$ cat config.mk
export PLATFORM = sky130hd
export DESIGN_NAME = dphs_backproj
export DESIGN_NICKNAME = d
export VERILOG_FILES = /design/src/sv/dphs_pkg.sv /design/src/sv/dphs_backproj.sv
export SDC_FILE = /design/constraint.sdc
export NUM_CORES = 2
export LEC_CHECK = 0
export BUFFER_PORTS_ARGS = -buffer_cell sky130_fd_sc_hd__buf_2
export CORE_UTILIZATION = 25
export CTS_CLUSTER_SIZE = 30
export DETAILED_ROUTE_END_ITERATION = 8
export SLEW_MARGIN = 15
export SYNTH_ARGS = -nofsm -noshare
export SYNTH_HDL_FRONTEND = slang
export SYNTH_SLANG_ARGS = --single-unit
$ cat constraint.sdc
create_clock -name clock -period 10.15 [get_ports clock]
set_clock_uncertainty 0.1 [all_clocks]
set_input_delay 2.03 -clock clock [delete_from_list [all_inputs] [get_ports clock]]
set_output_delay 2.03 -clock clock [all_outputs]
set_load 0.01 [all_outputs]
$ cat src/sv/dphs_pkg.sv
// ----------------------------------------------------------------------------
// dphs_pkg
// Shared widths, register codes and result codes of the hand-side classifier.
// ----------------------------------------------------------------------------
package dphs_pkg;

   localparam int COORD_BITS_DEF = 12;

   // Input fields
   localparam int COL_W   = 12;
   localparam int LABEL_W = 8;
   localparam int Z_W     = 16;

   // Configuration fields
   localparam int CTR_W = 20;
   localparam int INV_W = 24;
   localparam int WR_W  = 21;
   localparam int RAD_W = 16;
   localparam int R2_W  = 2 * RAD_W;

   // Result and arithmetic widths
   localparam int PT_W      = 19;
   localparam int FRAC_BITS = 40;
   localparam int SQ_W      = 2 * WR_W;
   localparam int DIST_W    = SQ_W + 2;

   // Port widths
   localparam int REQ_DATA_W = 48;
   localparam int RSP_DATA_W = 56;
   localparam int CSR_IDX_W  = 3;
   localparam int CSR_DATA_W = 63;

   localparam logic [CSR_IDX_W-1:0] CSR_CENTER_X    = 3'd0;
   localparam logic [CSR_IDX_W-1:0] CSR_CENTER_Y    = 3'd1;
   localparam logic [CSR_IDX_W-1:0] CSR_INV_FOCAL_X = 3'd2;
   localparam logic [CSR_IDX_W-1:0] CSR_INV_FOCAL_Y = 3'd3;
   localparam logic [CSR_IDX_W-1:0] CSR_LEFT_WRIST  = 3'd4;
   localparam logic [CSR_IDX_W-1:0] CSR_RIGHT_WRIST = 3'd5;
   localparam logic [CSR_IDX_W-1:0] CSR_RADIUS      = 3'd6;

   localparam logic [CTR_W-1:0] CENTER_X_RST    = 20'd81920;
   localparam logic [CTR_W-1:0] CENTER_Y_RST    = 20'd61440;
   localparam logic [INV_W-1:0] INV_FOCAL_RST   = 24'd8180999;

   typedef enum logic [1:0] {
      SIDE_NONE  = 2'd0,
      SIDE_LEFT  = 2'd1,
      SIDE_RIGHT = 2'd2
   } side_type;

endpackage

$ cat src/sv/dphs_backproj.sv
// ----------------------------------------------------------------------------
// dphs_backproj
// One back-projection lane: offset from principal point, two multiplies,
// round half away from zero and saturate. Four register stages.
// ----------------------------------------------------------------------------
module dphs_backproj import dphs_pkg::*; #(
   parameter int COORD_BITS = COORD_BITS_DEF
) (
   input  logic                   clock,
   input  logic                   en,
   input  logic [COL_W-1:0]       pix,
   input  logic [CTR_W-1:0]       ctr,
   input  logic [INV_W-1:0]       inv,
   input  logic [Z_W-1:0]         depth,
   output logic signed [PT_W-1:0] coord
);

   localparam int PIX_W = (COORD_BITS < COL_W) ? COORD_BITS : COL_W;
   localparam int MAG_W = (COORD_BITS + 8 > CTR_W) ? COORD_BITS + 8 : CTR_W;
   localparam int P1_W  = MAG_W + INV_W;
   localparam int P2_W  = P1_W + Z_W;
   localparam int RND_W = P2_W + 1 - FRAC_BITS;
   localparam logic [RND_W-1:0] NEG_LIM = RND_W'(2 ** (PT_W - 1));
   localparam logic [RND_W-1:0] POS_LIM = RND_W'(2 ** (PT_W - 1) - 1);
   localparam logic [P2_W:0]    HALF    = (P2_W + 1)'(1) << (FRAC_BITS - 1);
   localparam logic [PT_W-1:0]  PT_MIN  = {1'b1, {(PT_W - 1){1'b0}}};
   localparam logic [PT_W-1:0]  PT_MAX  = {1'b0, {(PT_W - 1){1'b1}}};

   logic [MAG_W:0]   diff;
   logic [MAG_W:0]   neg_diff;
   logic [MAG_W-1:0] mag_in, mag_ff;
   logic             neg1_in, neg1_ff, neg2_ff, neg3_ff;
   logic [Z_W-1:0]   dep1_ff, dep2_ff;
   logic [P1_W-1:0]  p1_in, p1_ff;
   logic [P2_W-1:0]  p2_in, p2_ff;
   logic [P2_W:0]    rsum;
   logic [RND_W-1:0] rnd, rnd_neg;
   logic [PT_W-1:0]  coord_in, coord_ff;

   always_comb begin
      diff     = {1'b0, MAG_W'({pix[PIX_W-1:0], 8'h00})} - {1'b0, MAG_W'(ctr)};
      neg_diff = -diff;
      neg1_in  = diff[MAG_W];
      mag_in   = neg1_in ? neg_diff[MAG_W-1:0] : diff[MAG_W-1:0];
      p1_in    = P1_W'(mag_ff) * P1_W'(inv);
      p2_in    = P2_W'(p1_ff) * P2_W'(dep2_ff);
      rsum     = {1'b0, p2_ff} + HALF;
      rnd      = rsum[P2_W:FRAC_BITS];
      rnd_neg  = -rnd;
      if (neg3_ff) begin
         coord_in = (rnd > NEG_LIM) ? PT_MIN : rnd_neg[PT_W-1:0];
      end else begin
         coord_in = (rnd > POS_LIM) ? PT_MAX : rnd[PT_W-1:0];
      end
   end

   always_ff @(posedge clock) begin
      if (en) begin
         mag_ff   <= mag_in;
         neg1_ff  <= neg1_in;
         dep1_ff  <= depth;
         p1_ff    <= p1_in;
         neg2_ff  <= neg1_ff;
         dep2_ff  <= dep1_ff;
         p2_ff    <= p2_in;
         neg3_ff  <= neg2_ff;
         coord_ff <= coord_in;
      end
   end

   assign coord = signed'(coord_ff);

endmodule

* Word-level counts from Yosys, hierarchy flattened
Cells that the tools add are included.
** Storage, ports and cells
- Register bits :: 178
- Bits of input ports :: 74
- Output and inout port bits :: 19
** Cells by class
- Add/subtract/negate cells :: 4
- $mul :: 2
- Magnitude comparators :: 2
- Multiplexer cells :: 4
** Operators with widths (count)
- 60-bit by 40-bit adder with 61-bit output, second input constant :: 1
- 44-bit by 16-bit multiplier with 60-bit output :: 1
- 19-bit two-way mux :: 3
- 20-bit by 24-bit multiplier with 44-bit output :: 1
- 21-bit by 18-bit greater-than comparator with 1-bit output, second input constant :: 1
- 21-bit by 19-bit greater-than comparator with 1-bit output, second input constant :: 1
- 20-bit by 20-bit subtractor with 21-bit output :: 1
- 20-bit two-way mux :: 1
- 20-bit negation :: 1
- 19-bit negation :: 1

* Longest topological paths before layout
- Word-level depth :: 4
- Mapped depth :: 27

* Worst setup path after synthesis
Ideal clock, no wire load.
- Kind :: input to register
- Start :: input port inv[18]
- End :: register p1_ff[40], data pin
- Library setup time :: 0.195 ns
- Arrival time :: 8.676 ns
- Required time :: 9.855 ns
- Slack :: 1.179 ns
- Stages on the path :: 23
- Buffers on the path :: 2
- Cells stage by stage :: clkbuf_1 nand2_1 fa_1 fa_1 fa_1 inv_1 fa_1 fa_1 fa_1 inv_1 fa_1 inv_1 ha_1 clkbuf_1 a2111oi_0 o21ai_0 a211oi_1 nor3_1 or3_1 a41o_1 and4_1 or4_1 o311ai_0
** Between the ends
- Word-level cells in the longest chain between the ends :: 1
** Ends and longest elaborated chain
- from (decl) :: RTL line dphs_backproj.sv:13 : input logic [INV_W-1:0] inv,
- 20-bit by 24-bit multiplier with 44-bit output :: RTL line dphs_backproj.sv:45 : p1_in = P1_W'(mag_ff) * P1_W'(inv);
- net p1_in[40] :: RTL line dphs_backproj.sv:34 : logic [P1_W-1:0] p1_in, p1_ff;
- to (signal assigned) :: RTL line dphs_backproj.sv:62 : p1_ff <= p1_in;
- to (decl) :: RTL line dphs_backproj.sv:34
The timed path passes the listed nets, and every way through them passes these cells.
A chain may end at the register's enable or synchronous reset.

* Worst setup path in the final report
- Start :: input port inv[17]
- End :: register p1_ff[40], data pin
The elaborated chain is that of the path after synthesis.

==> impl_metrics.ini <==
[setup_path]
cpMostUsedCell = fa_1
startpoint = inv[17]
r2r-end = p1_ff[40]
rrSetupSlack_ns = 1.61
crit_buf_inv = 4
cp_slowest_cell = a2111oi_0
rr_startpoint = mag_ff[15]
startpoint_type = primary input
worstSetupPathType = in2reg
critPathTopFamily = adder cells
crit_fanout = 20
arrival_ns = 9.58
slowest_delay_ns = 0.58
crit_chain = buf_2, nand2_1, fa_1, fa_1, fa_1, inv_1, fa_1, fa_1, fa_1, inv_1, fa_1, inv_1, ha_1, a2111oi_0, o21ai_0, a211oi_1, nor3_1, or3_1, a41o_1, and4_1, or4_1, o311ai_0
worstPathRequired_ns = 10.34
cp-end-kind = flip-flop
ff2ff_path_depth = 21

[clocking]
clock_sinks = 139
clock_latency_ns = 0.51
postCtsSetupRepairBufs = 0
cts.path.max_buffers = 2
root_buffer = clkbuf_16
cts_tree = yes
cts_max_level = 4
path_clk_slew_ns = 0.06
ctsHoldBuffers = 0
cts_resized = 0
cts-buffers-inserted = 17

[route]
first_pass_iters = 7
vias = 31600
drtIter0Drc = 1908
met1_length_microns = 49600
dr_wl_met3_microns = 6470
detail_route.wirelength_microns = 120000
avgRoutedWirePerCell_microns = 17.0
highest-signal-layer = met5
drc = 0
ant_nets = 0
via_per_inst = 4.48
dr_wl_met2_microns = 59600

[sta]
min_period_ns = 9.39
period_share_pct = 92.5
fmax_mhz = 107
rsz0062_at_grt = no
drv_slew = 0
hold_violations = 0
setup-tns-final_ns = 0
tightest_slew_ns = 1.25
setup_violations = 0
slew_headroom_pct = 16.3

[die]
coreArea_sq_um = 172000
die_area_sq_um = 176000
start_util_pct = 25.3
die_h_microns = 419
dieWidth_microns = 419
io_pins = 93
core.rowCount = 152

[flow_run]
max-cap-violations = 0

[synth]
synthesis.area_sq_um = 43500
synth_most_common_cell = inv_1
ys_ff_latch = 139
synthMuxAreaShare_pct = 0.253
yosysTopAreaCell = fa_1
yosys_most_used_dff = edfxtp_1
synth_edf_count = 139
synth_area_leaders = fa_1 45%, inv_1 9.7%, edfxtp_1 9.6%
yosysTopAreaCellShare_pct = 45.0
ys_warn_count = 0
synth_adder_area_share_pct = 53.6
synth_xor_area_share_pct = 2.34
syn_avg_cell_area_sq_um = 9.09
synthArstFlopShare_pct = 0
synth_cells = 4786
yosysUniqueCellTypes = 73
synth_nets = 6136
ys_seq_area_share_pct = 9.60
synth_top_family_by_area = adder cells
yosys.area_share.simple_pct = 16.9
synth_compound_area_share_pct = 5.47
synth_common_cells = 1128 x inv_1, 977 x fa_1, 776 x nand2_1

[hold_path]
hold_end = dep2_ff[4]
whs_path_depth = 0
holdCritStartpoint = dep1_ff[4]
hp-class = reg2reg

[global_route]
grt_pass1_wl_microns = 194000
grt_pass1_vias = 34800
grt_max_degree = 75
track_usage_pct = 14.1
antenna_found_initial = 3
gr-total-overflow = 0

[finish]
nets = 6072
drive_above_1_share_pct = 4.44
syn2layout_area_growth_pct = 8.11
fin_cells = 7046

[place]
dp_cells = 7011
hpwl_microns = 92300
port_buffers = 92
gp_congestion = 0.880

[status]
status = complete, no violations
logic make-up after synthesis:
group                    after synthesis
adder cells (fa/ha/maj)             1276
buffers and inverters               1367
flip-flops                           139
XOR/XNOR                             112
AO/OA/AOI/OAI                        366
AND/OR/NAND/NOR                     1515
multiplexers                          11
layer usage:
layer	GRT usage, %	up-vias
met3	1.85	212
met5	0	-
met4	5.32	2
met1	17.5	16300
met2	24.8	999
li1	-	14100
through the flow:
stage                     util (%)  hold WS, ns  cell area (sq um)  setup WS [ns]
after floorplan                  -        0.300              43500           1.18
after global placement        27.0        0.305              46400          0.622
after detailed placement      27.0        0.305              46400          0.396
after CTS                     27.3        0.317              47000          0.934
after global routing          27.3        0.327              47000          0.455
final                         27.3        0.314              47000          0.762
worst reg2reg max path, delay by kind of cell, from the launching register on:
family                     cells  cell delay [ns]
buffers and inverters          3             0.17
AOI/OAI and AO/OA              5             1.57
and+or+nand+nor                5             1.43
DFF                            1             1.17
adders and majority gates      8             3.91
sequential cells by signal, indices dropped and copies added, names as in the netlist:
| register | flops |
|---|---|
| dep1_ff | 16 |
| p2_ff | 21 |
| neg1_ff | 1 |
| neg2_ff | 1 |
| neg3_ff | 1 |
| mag_ff | 20 |
| dep2_ff | 16 |
| p1_ff | 44 |
| coord | 19 |
how the worst max path moves through the flow:
stage	end	slack, ns	depth (start not counted)
finish	p1_ff[40]	0.76	22
global route	p1_ff[40]	0.45	22
CTS	p1_ff[40]	0.93	22
detailed placement	p1_ff[40]	0.40	22
global placement	p1_ff[40]	0.62	22
floorplan	p1_ff[40]	1.18	23
cell usage in the layout, fill, tap and decap left out, types with 17 or more instances in the layout:
cell type  instances
fa_1             977
nor3_1            23
o21ai_0           63
nand2_1          776
nand3_1           42
buf_2             91
and2_1           487
ha_1             299
xnor2_1           67
edfxtp_1         139
a21o_1            64
xor2_1            43
a21oi_1          113
nand4_1           24
nor2b_1           20
buf_4             59
inv_1           1128
clkbuf_16         17
nor2_1            59
final cells by class:
class | instances | area (sq um)
inverter | 1131 | 4250
clock buffer | 17 | 425
timing repair buffer | 153 | 940
clock inverter | 15 | 179
sequential | 139 | 4170
multi-input combinational | 3280 | 34200
antenna | 1 | 2.50
tap | 2310 | 2890
fill | 18400 | 125000
Power is left out: the tool's default activity adds up to more than one toggle a clock period on the data nets, which glitch-free logic cannot reach.
