--- src/sv/dphs_pkg.sv ---
// ----------------------------------------------------------------------------
// dphs_pkg
// Shared widths, register codes and result codes of the hand-side classifier.
// ----------------------------------------------------------------------------
package dphs_pkg;

   localparam int COORD_BITS_DEF = 12;

   // Input fields
   localparam int COL_W   = 12;
   localparam int LABEL_W = 8;
   localparam int Z_W     = 16;

   // Configuration fields
   localparam int CTR_W = 20;
   localparam int INV_W = 24;
   localparam int WR_W  = 21;
   localparam int RAD_W = 16;
   localparam int R2_W  = 2 * RAD_W;

   // Result and arithmetic widths
   localparam int PT_W      = 19;
   localparam int FRAC_BITS = 40;
   localparam int SQ_W      = 2 * WR_W;
   localparam int DIST_W    = SQ_W + 2;

   // Port widths
   localparam int REQ_DATA_W = 48;
   localparam int RSP_DATA_W = 56;
   localparam int CSR_IDX_W  = 3;
   localparam int CSR_DATA_W = 63;

   localparam logic [CSR_IDX_W-1:0] CSR_CENTER_X    = 3'd0;
   localparam logic [CSR_IDX_W-1:0] CSR_CENTER_Y    = 3'd1;
   localparam logic [CSR_IDX_W-1:0] CSR_INV_FOCAL_X = 3'd2;
   localparam logic [CSR_IDX_W-1:0] CSR_INV_FOCAL_Y = 3'd3;
   localparam logic [CSR_IDX_W-1:0] CSR_LEFT_WRIST  = 3'd4;
   localparam logic [CSR_IDX_W-1:0] CSR_RIGHT_WRIST = 3'd5;
   localparam logic [CSR_IDX_W-1:0] CSR_RADIUS      = 3'd6;

   localparam logic [CTR_W-1:0] CENTER_X_RST    = 20'd81920;
   localparam logic [CTR_W-1:0] CENTER_Y_RST    = 20'd61440;
   localparam logic [INV_W-1:0] INV_FOCAL_RST   = 24'd8180999;

   typedef enum logic [1:0] {
      SIDE_NONE  = 2'd0,
      SIDE_LEFT  = 2'd1,
      SIDE_RIGHT = 2'd2
   } side_type;

endpackage

--- src/sv/dphs_sqdist.sv ---
// ----------------------------------------------------------------------------
// dphs_sqdist
// Squared distance from a point to one wrist: absolute differences, squares,
// sum. Three register stages.
// ----------------------------------------------------------------------------
module dphs_sqdist import dphs_pkg::*; (
   input  logic                   clock,
   input  logic                   en,
   input  logic signed [PT_W-1:0] x,
   input  logic signed [PT_W-1:0] y,
   input  logic [Z_W-1:0]         z,
   input  logic [3*WR_W-1:0]      wrist,
   output logic [DIST_W-1:0]      dist_sq
);

   localparam int DW = WR_W + 1;

   logic signed [DW-1:0] dx, dy, dz;
   logic [DW-1:0]        nx, ny, nz;
   logic [WR_W-1:0]      ax_in, ay_in, az_in, ax_ff, ay_ff, az_ff;
   logic [SQ_W-1:0]      sx_in, sy_in, sz_in, sx_ff, sy_ff, sz_ff;
   logic [DIST_W-1:0]    dist_in, dist_ff;

   always_comb begin
      dx = DW'(x) - DW'(signed'(wrist[WR_W-1:0]));
      dy = DW'(y) - DW'(signed'(wrist[2*WR_W-1:WR_W]));
      dz = DW'(signed'({1'b0, z})) - DW'(signed'(wrist[3*WR_W-1:2*WR_W]));
      nx = -dx;
      ny = -dy;
      nz = -dz;
      ax_in = dx[DW-1] ? nx[WR_W-1:0] : dx[WR_W-1:0];
      ay_in = dy[DW-1] ? ny[WR_W-1:0] : dy[WR_W-1:0];
      az_in = dz[DW-1] ? nz[WR_W-1:0] : dz[WR_W-1:0];
      sx_in = SQ_W'(ax_ff) * SQ_W'(ax_ff);
      sy_in = SQ_W'(ay_ff) * SQ_W'(ay_ff);
      sz_in = SQ_W'(az_ff) * SQ_W'(az_ff);
      dist_in = DIST_W'(sx_ff) + DIST_W'(sy_ff) + DIST_W'(sz_ff);
   end

   always_ff @(posedge clock) begin
      if (en) begin
         ax_ff   <= ax_in;
         ay_ff   <= ay_in;
         az_ff   <= az_in;
         sx_ff   <= sx_in;
         sy_ff   <= sy_in;
         sz_ff   <= sz_in;
         dist_ff <= dist_in;
      end
   end

   assign dist_sq = dist_ff;

endmodule

--- config.mk ---
export PLATFORM = sky130hd
export DESIGN_NAME = dphs_sqdist
export DESIGN_NICKNAME = d
export VERILOG_FILES = /design/src/sv/dphs_pkg.sv /design/src/sv/dphs_sqdist.sv
export SDC_FILE = /design/constraint.sdc
export NUM_CORES = 2
export LEC_CHECK = 0
export ABC_CLOCK_PERIOD_IN_PS = 7700
export BUFFER_PORTS_ARGS = -buffer_cell sky130_fd_sc_hd__buf_4
export CAP_MARGIN = 10
export CELL_PAD_IN_SITES_DETAIL_PLACEMENT = 1
export CELL_PAD_IN_SITES_GLOBAL_PLACEMENT = 1
export CORE_ASPECT_RATIO = 0.5
export CORE_UTILIZATION = 40
export CTS_CLUSTER_DIAMETER = 150
export CTS_CLUSTER_SIZE = 30
export DETAILED_ROUTE_END_ITERATION = 10
export HOLD_SLACK_MARGIN = 0.1
export PLACE_DENSITY_LB_ADDON = 0.3
export REMOVE_ABC_BUFFERS = 1
export SYNTH_ARGS = -nofsm -noshare
export SYNTH_HDL_FRONTEND = slang
export SYNTH_SLANG_ARGS = --single-unit
--- constraint.sdc ---
create_clock -name clock -period 7.7 [get_ports clock]
set_input_delay 1.54 -clock clock [delete_from_list [all_inputs] [get_ports clock]]
set_output_delay 1.54 -clock clock [all_outputs]
set_load 0.01 [all_outputs]
Yosys cells after proc, flatten, opt, wreduce, memory -nomap -nowiden

Index checks and enable logic that the tools add are counted.

Reduce and logical (&&, ||, !) cells: 0
Multipliers: 3
Divide/modulo/power cells: 0
Eq/ne operators: 0
Multiplexer cells: 3
Shift-type cells: 0
Bitwise operators: 0
$add $sub $neg: 8
Magnitude comparators: 0

Operators by type and width:

| kind           | number |
|---|---|
| $mul 21x21->42 | 3 |
| $mux 21        | 3 |
| $neg 21->21    | 3 |
| $add 43x42->44 | 1 |
| $sub 19x21->22 | 2 |
| $add 42x42->43 | 1 |
| $sub 17x21->22 | 1 |

Bits in latches: 0
ROM bits: 0
Logic and storage cells: 21
Input port bits: 119
Memories kept: 0
Bits in registers: 233
Bits in writable memories: 0

Depth between registers and ports, before layout

Word-level depth: 3
Depth in mapped cells: 30

Worst setup path before layout

OpenSTA, ideal clock, no wires.

Path kind: reg-to-reg
Start: reg ay_ff[8]
End: reg sy_ff[30], data pin
Period minus slack after synthesis: 7.363 ns
Cell stages (with the launch flop): 29
Setup time: 0.262 ns
Arrival: 7.101 ns
Slack: 0.337 ns
Required time: 7.438 ns
Cells stage by stage: edfxtp_1 clkbuf_1 clkbuf_1 nand2_1 fa_1 inv_1 fa_1 inv_1 fa_1 inv_1 fa_1 inv_1 fa_1 inv_1 fa_1 inv_1 fa_1 inv_1 ha_1 a21o_1 a21o_1 a21o_1 a221oi_1 o21ai_0 a211oi_1 nor3b_1 a2111oi_0 o21bai_1 xor2_1

Longest elaborated chain between the ends: 1

Ends and longest elaborated chain:

| element                | RTL line          | text |
|---|---|---|
| start, declared        | dphs_sqdist.sv:20 | `logic [WR_W-1:0] ax_in, ay_in, az_in, ax_ff, ay_ff, az_ff;` |
| start signal, assigned | dphs_sqdist.sv:43 | `ay_ff <= ay_in;` |
| $mul 21x21->42         | dphs_sqdist.sv:35 | `sy_in = SQ_W'(ay_ff) * SQ_W'(ay_ff);` |
| via sy_in[30]          | dphs_sqdist.sv:21 | `logic [SQ_W-1:0] sx_in, sy_in, sz_in, sx_ff, sy_ff, sz_ff;` |
| end signal, assigned   | dphs_sqdist.sv:46 | `sy_ff <= sy_in;` |
| end, declared          | dphs_sqdist.sv:21 |  |

The timed path passes the listed nets, and every way through them passes these cells.
A chain may end at the register's enable or synchronous reset.

Final worst setup path

Start: reg ay_ff[18]
End: reg sy_ff[39], data pin

Same word-level chain as after synthesis.

==> metrics.csv <==
stage,metric,value,unit
outcome,status,finished clean,
cells_and_area,multi_input_area,38750,sq um
clocking,numCtsBuffers,13,
yosys,ys.flop_type,edfxtp_1,
die,core-area,126500,sq um
setup_path,reg2regPathDepth,26,
drt,first_iter_violations,1771,
yosys,synth_edf_count,230,
setup_path,startpoint,ay_ff[18],
drt,drt_pre_antenna_iters,5,
timing,report.final.hold_viol_count,0,
drt,drc,0,
setup_path,endpoint,sy_ff[39],
timing,fin_ws,293.3,ps
timing,tightest_slew,1101,ps
clocking,cts_num_sinks,230,
place,portBuffers,162,
min_path,hold_class,flip-flop to flip-flop,
setup_path,worst_setup_path_end_kind,flip-flop,
setup_path,worstPathArrival,7680,ps
drt,vias_per_cell,5.052,
yosys,synthCells,5338,
place,pre_cts_slack,-8.472,ps
cells_and_area,fin_cells,7237,
die,die_h,255.0,um
timing,drv_slew,0,
clocking,cts_tree,done,
setup_path,r2r_slack,290,ps
timing,setup_viol_count_final,0,
clocking,h-tree-depth,1,
clocking,clk_latency,570,ps
setup_path,r2r_start,ay_ff[18],
clocking,clk_pin_slew,120,ps
grt,grt_max_degree,164,
die,start_util,0.4048,
grt,grt_pass1_vias,41650,
cells_and_area,layout_common_cells,"inv_1, fa_1, ha_1",
drt,wl,136.9,mm
die,die_x,508.0,um
cells_and_area,fin_nets,7201,
grt,gr-usage-all-layers,0.2181,
timing,rsz0062_at_grt,yes,
timing,fmax,0.1350,GHz
yosys,synth-seq-area-share,0.1349,
grt,grt_pass1_wl,222.0,mm
timing,relSlewSlack,0.2607,
setup_path,cp.required,7970,ps
place,dp_hpwl,119.4,mm
setup_path,r2r_end,sy_ff[39],
cells_and_area,syn2layout_area_growth,9.062,%
grt,gr-total-overflow,0,
die,fp-row-count,92,
place,gp_congestion,0.8823,
yosys,syn_avg_cell_area,9.594,sq um
cells_and_area,n_antenna_cell,0,
drt,wl_per_cell,18.92,um
timing,fin_crit,7407,ps
drt,final_antenna_net_count,0,
yosys,synth-seq-cells,230,
yosys,syn_area,51210,sq um
setup_path,start_kind,flip-flop,
run,drv_cap,0,
grt,antenna_found_initial,6,
die,die_area,129600,sq um
setup_path,criticalPathCategory,flip-flop to flip-flop,
yosys,yosysUniqueCellTypes,80,
setup_path,cp_max_fo,9,
cells_and_area,final_common_cell,inv_1,
cells_and_area,seqCellArea,6907,sq um
clocking,clock_path_buffers,3,
cells_and_area,n_fill_cell,14440,
die,ios,163,
timing,period_share,0.9619,
cells_and_area,drive_gt1_frac,0.07286,
place,placed_cells,7194,
clocking,cts_root_buffer,clkbuf_16,
yosys,ys_warn_count,0,
yosys,synthArstFlopShare,0,
drt,vias,36560,
timing,clock_skew,51.39,ps
==> cells by family after synthesis <==
| group | Yosys count | synth area share |
|---|---|---|
| AO/OA/AOI/OAI | 600 | 0.07542 |
| XOR/XNOR | 287 | 0.04908 |
| adder cells (fa/ha/maj) | 1539 | 0.5189 |
| buffers and inverters | 1495 | 0.1098 |
| flip-flops | 230 | 0.1349 |
| multiplexers | 9 | 0.001832 |
| other | 1 | 0.00007323 |
| AND/OR/NAND/NOR | 1177 | 0.1099 |
==> through the flow <==
step / utilization / setup TNS, ps / hold WS [ps] / area, sq um
2_1_floorplan: - / 0 / 719.3 / 50640
3_3_place_gp: 0.4361 / 0 / 761.5 / 55170
3_5_place_dp: 0.4361 / -8.472 / 781.0 / 55170
4_1_cts: 0.4395 / 0 / 799.5 / 55600
5_1_grt: 0.4415 / -24.03 / 827.7 / 55850
6_report: 0.4415 / 0 / 804.1 / 55850
==> what timing repair did <==
item / CTS / global route
buffers inserted: 3 / 23
setup endpoints to repair: 3 / 17
hold buffers: 0 / 0
resized for setup: 1 / 13
==> cells in the mapped netlist (5+ instances only) <==
| master | count | area share |
|---|---|---|
| inv_1 | 1345 | 0.099 |
| fa_1 | 975 | 0.38 |
| ha_1 | 564 | 0.14 |
| nand2_1 | 483 | 0.035 |
| and2_1 | 241 | 0.029 |
| edfxtp_1 | 230 | 0.13 |
| xnor2_1 | 196 | 0.034 |
| a21oi_1 | 190 | 0.019 |
| nor2_1 | 186 | 0.014 |
| clkbuf_1 | 144 | 0.011 |
| o21ai_0 | 110 | 0.011 |
| xor2_1 | 91 | 0.016 |
| a21o_1 | 90 | 0.013 |
| nand3_1 | 49 | 0.0048 |
| nor3_1 | 44 | 0.0043 |
| nor2b_1 | 39 | 0.0048 |
| o21bai_1 | 35 | 0.0051 |
| o21a_1 | 29 | 0.0043 |
| a31oi_1 | 23 | 0.0028 |
| nand2b_1 | 21 | 0.0026 |
| nand4_1 | 21 | 0.0026 |
| or2_2 | 21 | 0.0026 |
| and3_1 | 17 | 0.0021 |
| o31ai_1 | 14 | 0.0021 |
| or3_1 | 14 | 0.0017 |
| a211oi_1 | 12 | 0.0018 |
| nor4_1 | 12 | 0.0015 |
| o211ai_1 | 10 | 0.0015 |
| o2111ai_1 | 8 | 0.0014 |
| nand3b_1 | 7 | 0.0010 |
| nor3b_1 | 7 | 0.0010 |
| mux2i_1 | 6 | 0.0012 |
| a31o_2 | 5 | 0.00086 |
| a41oi_1 | 5 | 0.00086 |
| buf_2 | 5 | 0.00049 |
| or4_1 | 5 | 0.00073 |
==> worst min-delay path by stage <==
stage,cells past startpoint,slack [ps],from,end
global placement,2,760,sz_ff[41],dist_sq[43]
detailed placement,2,780,sz_ff[41],dist_sq[43]
finish,2,800,sz_ff[41],dist_sq[43]
CTS,2,800,sz_ff[41],dist_sq[43]
floorplan,2,720,sz_ff[41],dist_sq[43]
global route,2,830,sz_ff[41],dist_sq[43]
==> cell type report <==
| class | count | share of cell area |
|---|---|---|
| clock inverters | 4 | 0.001389 |
| multi-input cells | 3615 | 0.6937 |
| repair buffers | 338 | 0.04709 |
| inverters | 1345 | 0.09039 |
| well taps | 1692 | 0.03790 |
| clock buffers | 13 | 0.005825 |
| flip-flops and latches | 230 | 0.1237 |
==> metal layers <==
layer,track usage,up-vias,part of all wire
met1,0.2984,19020,0.45
li1,-,16830,-
met2,0.3790,587,0.48
met4,0.04443,0,0.020
met3,0.01872,125,0.040
met5,0,-,0
==> critical path: stages (launching register included) <==
cell and delay [ps]:
edfxtp_1 750, inv_1 170, nor2_1 140, buf_4 140, fa_1 440, fa_1 550
inv_1 60, fa_1 500, inv_1 70, fa_1 580, fa_1 440, fa_1 440
ha_1 290, ha_1 340, and3_1 270, nor2b_1 170, o21ai_0 90, nand2b_1 100
a21o_1 130, a21oi_1 90, o21ai_0 370, buf_4 190, nor2b_1 40, a211oi_1 240
buf_4 170, mux2i_1 180, o2111ai_1 170
==> state kept, by name, summed over array words and instances, names as in the netlist <==
name     flops
dist_sq     44
sx_ff       41
sy_ff       41
sz_ff       41
ax_ff       21
ay_ff       21
az_ff       21
Power is left out: the tool's default activity adds up to more than one toggle a clock period on the data nets, which glitch-free logic cannot reach.
